--- src/rtl/bdq_pkg.sv ---
// bdq_pkg: shared types, constants and value helpers for the bounded deque
// with search; used by every module under rtl/ except bdq_ram
package bdq_pkg;

	// storage geometry
	localparam int DEPTH      = 16;
	localparam int VALUE_BITS = 32;
	localparam int PTR_W      = $clog2(DEPTH);
	localparam int CNT_W      = $clog2(DEPTH + 1);

	// stream payload geometry
	localparam int ITEM_W      = 32;
	localparam int POS_W       = 8;
	localparam int REQ_W       = 3;
	localparam int FPOS_W      = 4;
	localparam int COUNT_OUT_W = 5;
	localparam int IN_DATA_W   = ((ITEM_W + POS_W + 7) / 8) * 8;
	localparam int RES_W       = ITEM_W + FPOS_W + 3 + COUNT_OUT_W + 1;
	localparam int OUT_DATA_W  = ((RES_W + 7) / 8) * 8;

	// width for comparing a read position against the entry count
	localparam int CMP_W = (CNT_W > POS_W) ? CNT_W : POS_W;

	typedef enum logic [REQ_W-1:0] {
		REQ_PUSH_TAIL = 3'd0,
		REQ_PUSH_HEAD = 3'd1,
		REQ_POP_TAIL  = 3'd2,
		REQ_POP_HEAD  = 3'd3,
		REQ_READ      = 3'd4,
		REQ_FIND      = 3'd5
	} req_t;

	typedef enum logic [2:0] {
		ST_OK       = 3'd0,
		ST_EMPTY    = 3'd1,
		ST_RANGE    = 3'd2,
		ST_NOTFOUND = 3'd3,
		ST_FULL     = 3'd4
	} status_t;

	typedef enum logic [2:0] {
		S_IDLE,
		S_EXEC,
		S_RDWAIT,
		S_SCAN,
		S_DONE
	} state_t;

	// result word, last field in the lowest bits
	typedef struct packed {
		logic                   empty_flag;
		logic [COUNT_OUT_W-1:0] entry_count;
		status_t                status;
		logic [FPOS_W-1:0]      found_position;
		logic [ITEM_W-1:0]      read_value;
	} result_t;

	// sign-extend a 32-bit stream word, then keep it at storage width
	function automatic logic [VALUE_BITS-1:0] from_input(input logic [ITEM_W-1:0] raw);
		logic signed [63:0] ext;
		ext = 64'(signed'(raw));
		return ext[VALUE_BITS-1:0];
	endfunction

	// sign-extend a stored word, then cut it to the 32-bit stream width
	function automatic logic [ITEM_W-1:0] to_output(input logic [VALUE_BITS-1:0] stored);
		logic signed [63:0] ext;
		ext = 64'(signed'(stored));
		return ext[ITEM_W-1:0];
	endfunction

endpackage

--- src/rtl/bdq_ram.sv ---
// bdq_ram: generic single-write, single-read RAM with registered read data
// no dependencies
module bdq_ram #(
	parameter int WIDTH = 32,
	parameter int DEPTH = 16
) (
	input  logic                     clk,
	input  logic                     we,
	input  logic [$clog2(DEPTH)-1:0] waddr,
	input  logic [WIDTH-1:0]         wdata,
	input  logic [$clog2(DEPTH)-1:0] raddr,
	output logic [WIDTH-1:0]         rdata
);

	logic [WIDTH-1:0] mem_q [DEPTH];

	// write port
	always_ff @(posedge clk) begin
		if (we) begin
			mem_q[waddr] <= wdata;
		end
	end

	// registered read port
	always_ff @(posedge clk) begin
		rdata <= mem_q[raddr];
	end

endmodule

--- src/rtl/bdq_agu.sv ---
// bdq_agu: shared ring address adder and entry comparator
// depends on bdq_pkg
module bdq_agu (
	input  logic [bdq_pkg::PTR_W-1:0]      head,
	input  logic [bdq_pkg::PTR_W-1:0]      offset,
	output logic [bdq_pkg::PTR_W-1:0]      slot,
	input  logic [bdq_pkg::VALUE_BITS-1:0] entry,
	input  logic [bdq_pkg::VALUE_BITS-1:0] key,
	output logic                           hit
);
	import bdq_pkg::*;

	logic [PTR_W:0] sum;

	// head plus offset, wrapped once around the ring
	always_comb begin
		sum = {1'b0, head} + {1'b0, offset};
		if (sum >= (PTR_W+1)'(DEPTH)) begin
			sum = sum - (PTR_W+1)'(DEPTH);
		end
		slot = sum[PTR_W-1:0];
	end

	// equality compare used by the search
	assign hit = (entry == key);

endmodule

--- src/rtl/bounded_deque_with_search_unit.sv ---
// bounded_deque_with_search_unit: top level, request sequencer and output register
// depends on bdq_pkg, bdq_agu, bdq_ram
//
//  channel | direction | tdata (low bit up)                                   | tuser
//  s_*     | in        | item_value[31:0], position[39:32]                    | req_type[2:0]
//  m_*     | out       | read_value[31:0], found_position[35:32],             | -
//          |           | status[38:36], entry_count[43:39], empty_flag[44]    |
//
// one request at a time: push, pop and unknown codes go through S_EXEC and S_DONE, an
// in-range read adds S_RDWAIT (one registered RAM read), a non-empty find adds S_SCAN
// and compares one entry per step on the single ring adder and comparator.
// reset empties the deque (head and count to zero); the store itself is not cleared.
// a result waiting on m_tready does not block the next transfer on s_*; that
// request runs and holds in its last step until the output register frees.
module bounded_deque_with_search_unit (
	input  logic                           clk,
	input  logic                           arst_n,
	input  logic                           s_tvalid,
	output logic                           s_tready,
	input  logic [bdq_pkg::IN_DATA_W-1:0]  s_tdata,  // item_value, position
	input  logic [bdq_pkg::REQ_W-1:0]      s_tuser,  // req_type
	output logic                           m_tvalid,
	input  logic                           m_tready,
	output logic [bdq_pkg::OUT_DATA_W-1:0] m_tdata   // read_value, found_position,
	                                                 // status, entry_count, empty_flag
);
	import bdq_pkg::*;

	state_t                 state_q, state_d;
	req_t                   req_q;
	logic [VALUE_BITS-1:0]  val_q;
	logic [POS_W-1:0]       pos_q;
	logic [PTR_W-1:0]       head_q, head_d;
	logic [CNT_W-1:0]       count_q, count_d;
	logic [PTR_W-1:0]       idx_q, idx_d;
	logic [ITEM_W-1:0]      rd_q, rd_d;
	logic [PTR_W-1:0]       fpos_q, fpos_d;
	status_t                status_q, status_d;
	result_t                out_q;
	logic                   m_tvalid_q;

	logic [PTR_W-1:0]       agu_off;
	logic [PTR_W-1:0]       agu_slot;
	logic                   agu_hit;
	logic                   ram_we;
	logic [VALUE_BITS-1:0]  ram_rdata;
	logic                   in_fire;
	logic                   out_load;
	logic                   is_full;
	logic                   cnt_zero;

	// shared address and compare unit
	bdq_agu u_agu (
		.head   (head_q),
		.offset (agu_off),
		.slot   (agu_slot),
		.entry  (ram_rdata),
		.key    (val_q),
		.hit    (agu_hit)
	);

	// ring store
	bdq_ram #(
		.WIDTH (VALUE_BITS),
		.DEPTH (DEPTH)
	) u_ram (
		.clk   (clk),
		.we    (ram_we),
		.waddr (agu_slot),
		.wdata (val_q),
		.raddr (agu_slot),
		.rdata (ram_rdata)
	);

	assign s_tready = (state_q == S_IDLE);
	assign in_fire  = s_tvalid && s_tready;
	assign out_load = (state_q == S_DONE) && (!m_tvalid_q || m_tready);
	assign is_full  = (count_q == CNT_W'(DEPTH));
	assign cnt_zero = (count_q == '0);

	// state register
	always_ff @(posedge clk or negedge arst_n) begin
		if (!arst_n) begin
			state_q <= S_IDLE;
		end else begin
			state_q <= state_d;
		end
	end

	// next state, ring address selection and result capture
	always_comb begin
		state_d  = state_q;
		head_d   = head_q;
		count_d  = count_q;
		idx_d    = idx_q;
		rd_d     = rd_q;
		fpos_d   = fpos_q;
		status_d = status_q;
		agu_off  = '0;
		ram_we   = 1'b0;
		case (state_q)
			S_IDLE: begin
				if (in_fire) begin
					state_d = S_EXEC;
				end
			end
			S_EXEC: begin
				rd_d     = '0;
				fpos_d   = '0;
				status_d = ST_OK;
				idx_d    = '0;
				state_d  = S_DONE;
				case (req_q)
					REQ_PUSH_TAIL: begin
						agu_off = PTR_W'(count_q);
						if (is_full) begin
							status_d = ST_FULL;
						end else begin
							ram_we  = 1'b1;
							count_d = count_q + CNT_W'(1);
						end
					end
					REQ_PUSH_HEAD: begin
						// one step back around the ring
						agu_off = PTR_W'(DEPTH - 1);
						if (is_full) begin
							status_d = ST_FULL;
						end else begin
							ram_we  = 1'b1;
							head_d  = agu_slot;
							count_d = count_q + CNT_W'(1);
						end
					end
					REQ_POP_TAIL: begin
						if (cnt_zero) begin
							status_d = ST_EMPTY;
						end else begin
							count_d = count_q - CNT_W'(1);
						end
					end
					REQ_POP_HEAD: begin
						agu_off = PTR_W'(1);
						if (cnt_zero) begin
							status_d = ST_EMPTY;
						end else begin
							head_d  = agu_slot;
							count_d = count_q - CNT_W'(1);
						end
					end
					REQ_READ: begin
						agu_off = PTR_W'(pos_q);
						if (CMP_W'(pos_q) >= CMP_W'(count_q)) begin
							status_d = ST_RANGE;
						end else begin
							state_d = S_RDWAIT;
						end
					end
					REQ_FIND: begin
						agu_off = '0;
						if (cnt_zero) begin
							status_d = ST_EMPTY;
						end else begin
							state_d = S_SCAN;
						end
					end
					default: begin
						status_d = ST_OK;
					end
				endcase
			end
			S_RDWAIT: begin
				rd_d    = to_output(ram_rdata);
				state_d = S_DONE;
			end
			S_SCAN: begin
				// read data belongs to entry idx_q; next read is already issued
				agu_off = idx_q + PTR_W'(1);
				if (agu_hit) begin
					fpos_d  = idx_q;
					state_d = S_DONE;
				end else if ((CNT_W'(idx_q) + CNT_W'(1)) >= count_q) begin
					status_d = ST_NOTFOUND;
					state_d  = S_DONE;
				end else begin
					idx_d = idx_q + PTR_W'(1);
				end
			end
			S_DONE: begin
				if (out_load) begin
					state_d = S_IDLE;
				end
			end
			default: begin
				state_d = S_IDLE;
			end
		endcase
	end

	// deque pointers
	always_ff @(posedge clk or negedge arst_n) begin
		if (!arst_n) begin
			head_q  <= '0;
			count_q <= '0;
		end else begin
			head_q  <= head_d;
			count_q <= count_d;
		end
	end

	// request capture and work registers
	always_ff @(posedge clk) begin
		if (in_fire) begin
			req_q <= req_t'(s_tuser);
			val_q <= from_input(s_tdata[ITEM_W-1:0]);
			pos_q <= s_tdata[ITEM_W +: POS_W];
		end
		idx_q    <= idx_d;
		rd_q     <= rd_d;
		fpos_q   <= fpos_d;
		status_q <= status_d;
	end

	// output register valid
	always_ff @(posedge clk or negedge arst_n) begin
		if (!arst_n) begin
			m_tvalid_q <= 1'b0;
		end else if (out_load) begin
			m_tvalid_q <= 1'b1;
		end else if (m_tready) begin
			m_tvalid_q <= 1'b0;
		end
	end

	// output register payload
	always_ff @(posedge clk) begin
		if (out_load) begin
			out_q.read_value     <= rd_q;
			out_q.found_position <= FPOS_W'(fpos_q);
			out_q.status         <= status_q;
			out_q.entry_count    <= COUNT_OUT_W'(count_q);
			out_q.empty_flag     <= cnt_zero;
		end
	end

	assign m_tvalid = m_tvalid_q;
	assign m_tdata  = OUT_DATA_W'(out_q);

endmodule

--- config.mk ---
export PLATFORM = sky130hd
export DESIGN_NAME = bounded_deque_with_search_unit
export DESIGN_NICKNAME = d
export VERILOG_FILES = /design/src/rtl/bdq_pkg.sv /design/src/rtl/bdq_ram.sv /design/src/rtl/bdq_agu.sv /design/src/rtl/bounded_deque_with_search_unit.sv
export SDC_FILE = /design/constraint.sdc
export NUM_CORES = 1
export LEC_CHECK = 0
export BUFFER_PORTS_ARGS = -buffer_cell sky130_fd_sc_hd__clkbuf_2
export CAP_MARGIN = 10
export CORE_MARGIN = 1.5
export CORE_UTILIZATION = 65
export DETAILED_ROUTE_END_ITERATION = 16
export GPL_ROUTABILITY_DRIVEN = 0
export PLACE_DENSITY = 0.83
export SETUP_SLACK_MARGIN = 0.5
export SYNTH_ARGS = -nofsm -noshare
export SYNTH_HDL_FRONTEND = slang
export SYNTH_SLANG_ARGS = --single-unit
--- constraint.sdc ---
create_clock -name clk -period 12.7 [get_ports clk]
set_clock_uncertainty 0.1 [all_clocks]
set_input_delay 2.54 -clock clk [delete_from_list [all_inputs] [get_ports clk]]
set_output_delay 2.54 -clock clk [all_outputs]
set_load 0.05 [all_outputs]
==> flow_metrics.env <==
export IMPL_hold_viol_final=0
export IMPL_hold_buffers=0
export IMPL_cp_start_kind="flip-flop"
export IMPL_post_cts_resize_count=0
export IMPL_mostFrequentLayoutCells="edfxtp_1, mux4_2, clkbuf_2"
export IMPL_clock_sink_count=688
export IMPL_synth_cells=1140
export IMPL_clkTransAtPathRegs_ns=0.06
export IMPL_drv_cap=0
export IMPL_worst_ep_arrival_time_ns=5.90
export IMPL_filler_cell_count=1981
export IMPL_design_final_nets=1351
export IMPL_timing_setup_critical_path_class="flip-flop to flip-flop"
export IMPL_die_w_um=203
export IMPL_total_clock_buffers_created_by_cts=67
export IMPL_number_of_global_route_vias_before_repair=12730
export IMPL_placement_setup_worst_slack_ns=6.97
export IMPL_min_clock_period_post_route_ns=5.75
export IMPL_hp_start="rd_q[21]"
export IMPL_drt_first_pass_iters=5
export IMPL_slew_limit_headroom=0.205
export IMPL_tns_ns=0
export IMPL_pin_count_of_the_biggest_net_entering_global_routing=113
export IMPL_clk_path_buf_depth=3
export IMPL_htreeDepth=3
export IMPL_core_region_area_um2=39000
export IMPL_timing_critical_path_to_type="flip-flop"
export IMPL_layout_worst_path_cycle_share=0.453
export IMPL_rows=72
export IMPL_global_route_usage_total=0.291
export IMPL_cp_max_fo=67
export IMPL_area_sequential_um2=20300
export IMPL_setup_viol_count_final=0
export IMPL_root_buffer="clkbuf_16"
export IMPL_min_delay_path_class="flip-flop to flip-flop"
export IMPL_setup_fix_bufs_post_cts=0
export IMPL_synth_main_ff_cell="edfxtp_1"
export IMPL_multi_input_comb_area_um2=5400
export IMPL_routed_via_count=12325
export IMPL_synth_area_um2=25900
export IMPL_area_enclosed_by_the_die_boundary_um2=41000
export IMPL_syn_mean_instance_area_um2=22.7
export IMPL_global_route_wire_length_before_repair_mm=84.4
export IMPL_route_detailed_drc=0
export IMPL_antenna_found_initial=0
export IMPL_achievable_frequency_ghz=0.174
export IMPL_mostFrequentLayoutCell="edfxtp_1"
export IMPL_finalWirelength_mm=57.4
export IMPL_setup_slack_of_the_most_critical_reg_to_reg_path_ns=6.95
export IMPL_outcome="complete, no violations"
export IMPL_power_static_leakage_nw=9.77
export IMPL_ys_types=50
export IMPL_hpwl_mm=31.0
export IMPL_peakVddDrop_uv=241
export IMPL_worst_setup_path_startpoint="state_q[2]"
export IMPL_flow_area_growth_from_synthesis_pct=13.3
export IMPL_finalMaxSlewViolations=0
export IMPL_worstReg2RegStart="state_q[2]"
export IMPL_worst_ep_required_time_ns=12.84
export IMPL_finish_utilization=0.752
export IMPL_chipHeight_um=203
export IMPL_grt_setup_unrepaired="false"
export IMPL_setup_slack_ns=6.95
export IMPL_ys_seq_elements=688
export IMPL_drt_initial_drc_count=1256
export IMPL_async_reset_ff_frac=0.0189
export IMPL_p_per_area_nw_per_um2=229
export IMPL_grt_overflow_total=0
export IMPL_route_antenna_remaining_nets=0
export IMPL_initial_utilization=0.663
export IMPL_synth_enable_flop_cells=643
export IMPL_yosys_warnings=0
export IMPL_avgRoutedWirePerCell_um=31.0
export IMPL_num_io_pins=97
export IMPL_clock_insertion_delay_worst_skew_ns=0.59
export IMPL_synth_yosys_seq_area_share=0.783
export IMPL_timing_worst_slew_pin_value_ns=1.19
export IMPL_cts_tree="built"
export IMPL_fraction_of_layout_cells_with_a_size_suffix_above_1=0.306
export IMPL_viasPerCell=6.65
export IMPL_numPortBuffers=93
export IMPL_antennaDiodeCount=0
export IMPL_total_power_mw=6.72
## critical path, cell delays in order (launching register included)
cell and delay, ns:
dfrtp_1 0.44, nor2b_1 0.44, nand2_1 0.29, o22ai_1 0.32, ha_4 0.18, inv_1 0.05
fa_4 1.48, nand2_1 0.52, nor3_2 1.02, buf_4 0.48
## registers in the layout, indices dropped and copies added, names as in the netlist
name	flops
u_ram.mem_q	512
m_tdata	45
rd_q	32
u_ram.rdata	32
val_q	32
pos_q	8
count_q	5
fpos_q	4
head_q	4
idx_q	4
req_q	3
state_q	3
status_q	3
m_tvalid	1
## area by class of cell
cell class | count | share of cell area
Multi-Input combinational cell | 388 | 0.184
Clock inverter | 25 | 0.0114
Sequential cell | 688 | 0.691
Tap cell | 518 | 0.0221
Timing Repair Buffer | 125 | 0.0245
Inverter | 15 | 0.00192
Clock buffer | 95 | 0.0643
## final timing paths
path                                       to  depth (start not counted)
setup / recovery           u_ram.mem_q[4][20]                          9
hold / removal                    m_tdata[21]                          0
setup reg to reg           u_ram.mem_q[4][20]                          9
hold reg to reg                   m_tdata[21]                          0
max in group asynchronous          count_q[1]                          1
min in group asynchronous          count_q[3]                          1
## synth_stat cells, drive strengths merged (6+ instances only)
| cell type | count | share of area |
|---|---|---|
| a21oi | 13 | 0.0025 |
| and2 | 37 | 0.0090 |
| and3 | 8 | 0.0020 |
| buf | 16 | 0.0055 |
| clkbuf | 35 | 0.0051 |
| dfrtp | 13 | 0.013 |
| dfxtp | 32 | 0.025 |
| edfxtp | 643 | 0.75 |
| ha | 17 | 0.0082 |
| inv | 15 | 0.0022 |
| mux4 | 160 | 0.14 |
| nand2 | 15 | 0.0022 |
| nand2b | 7 | 0.0017 |
| nor2 | 10 | 0.0021 |
| nor3 | 16 | 0.0031 |
| nor4 | 15 | 0.0036 |
| o21ai | 8 | 0.0015 |
| xnor2 | 6 | 0.0030 |
| xor2 | 38 | 0.014 |
## logic make-up (layout without fill, tap and decap cells)
family	after synthesis	in the layout	share of synthesized area
XOR/XNOR	44	44	0.0166
other	1	3	0.000145
flip-flops	688	688	0.783
AO/OA/AOI/OAI	39	39	0.00996
buffers and inverters	66	260	0.0127
multiplexers	164	164	0.141
AND/OR/NAND/NOR	119	119	0.0264
adder cells (fa/ha/maj)	19	19	0.00977
## metrics by stage
| stage | cell area, µm² | hold WS, ns | std cells |
|---|---|---|---|
| after floorplan | 25900 | 0.300 | 1142 |
| final | 29300 | 0.312 | 1854 |
| after global routing | 29300 | 0.319 | 1854 |
| after global placement | 27100 | 0.300 | 1734 |
| after detailed placement | 27100 | 0.305 | 1734 |
| after CTS | 29300 | 0.315 | 1854 |
## power by group
group	total [mW]	internal, mW	switching (mW)	leakage (nW)
Sequential	3.03	2.81	0.220	6.28
Combinational	1.67	0.744	0.929	2.42
Clock	2.01	1.20	0.809	1.07
Total	6.72	4.76	1.96	9.77
## layer usage
metal,track usage,wire [µm]
met2,0.488,29600
met3,0.0557,4610
met4,0.114,2240
met5,0,0
met1,0.384,21000
Power figures use the tool's default switching activity.
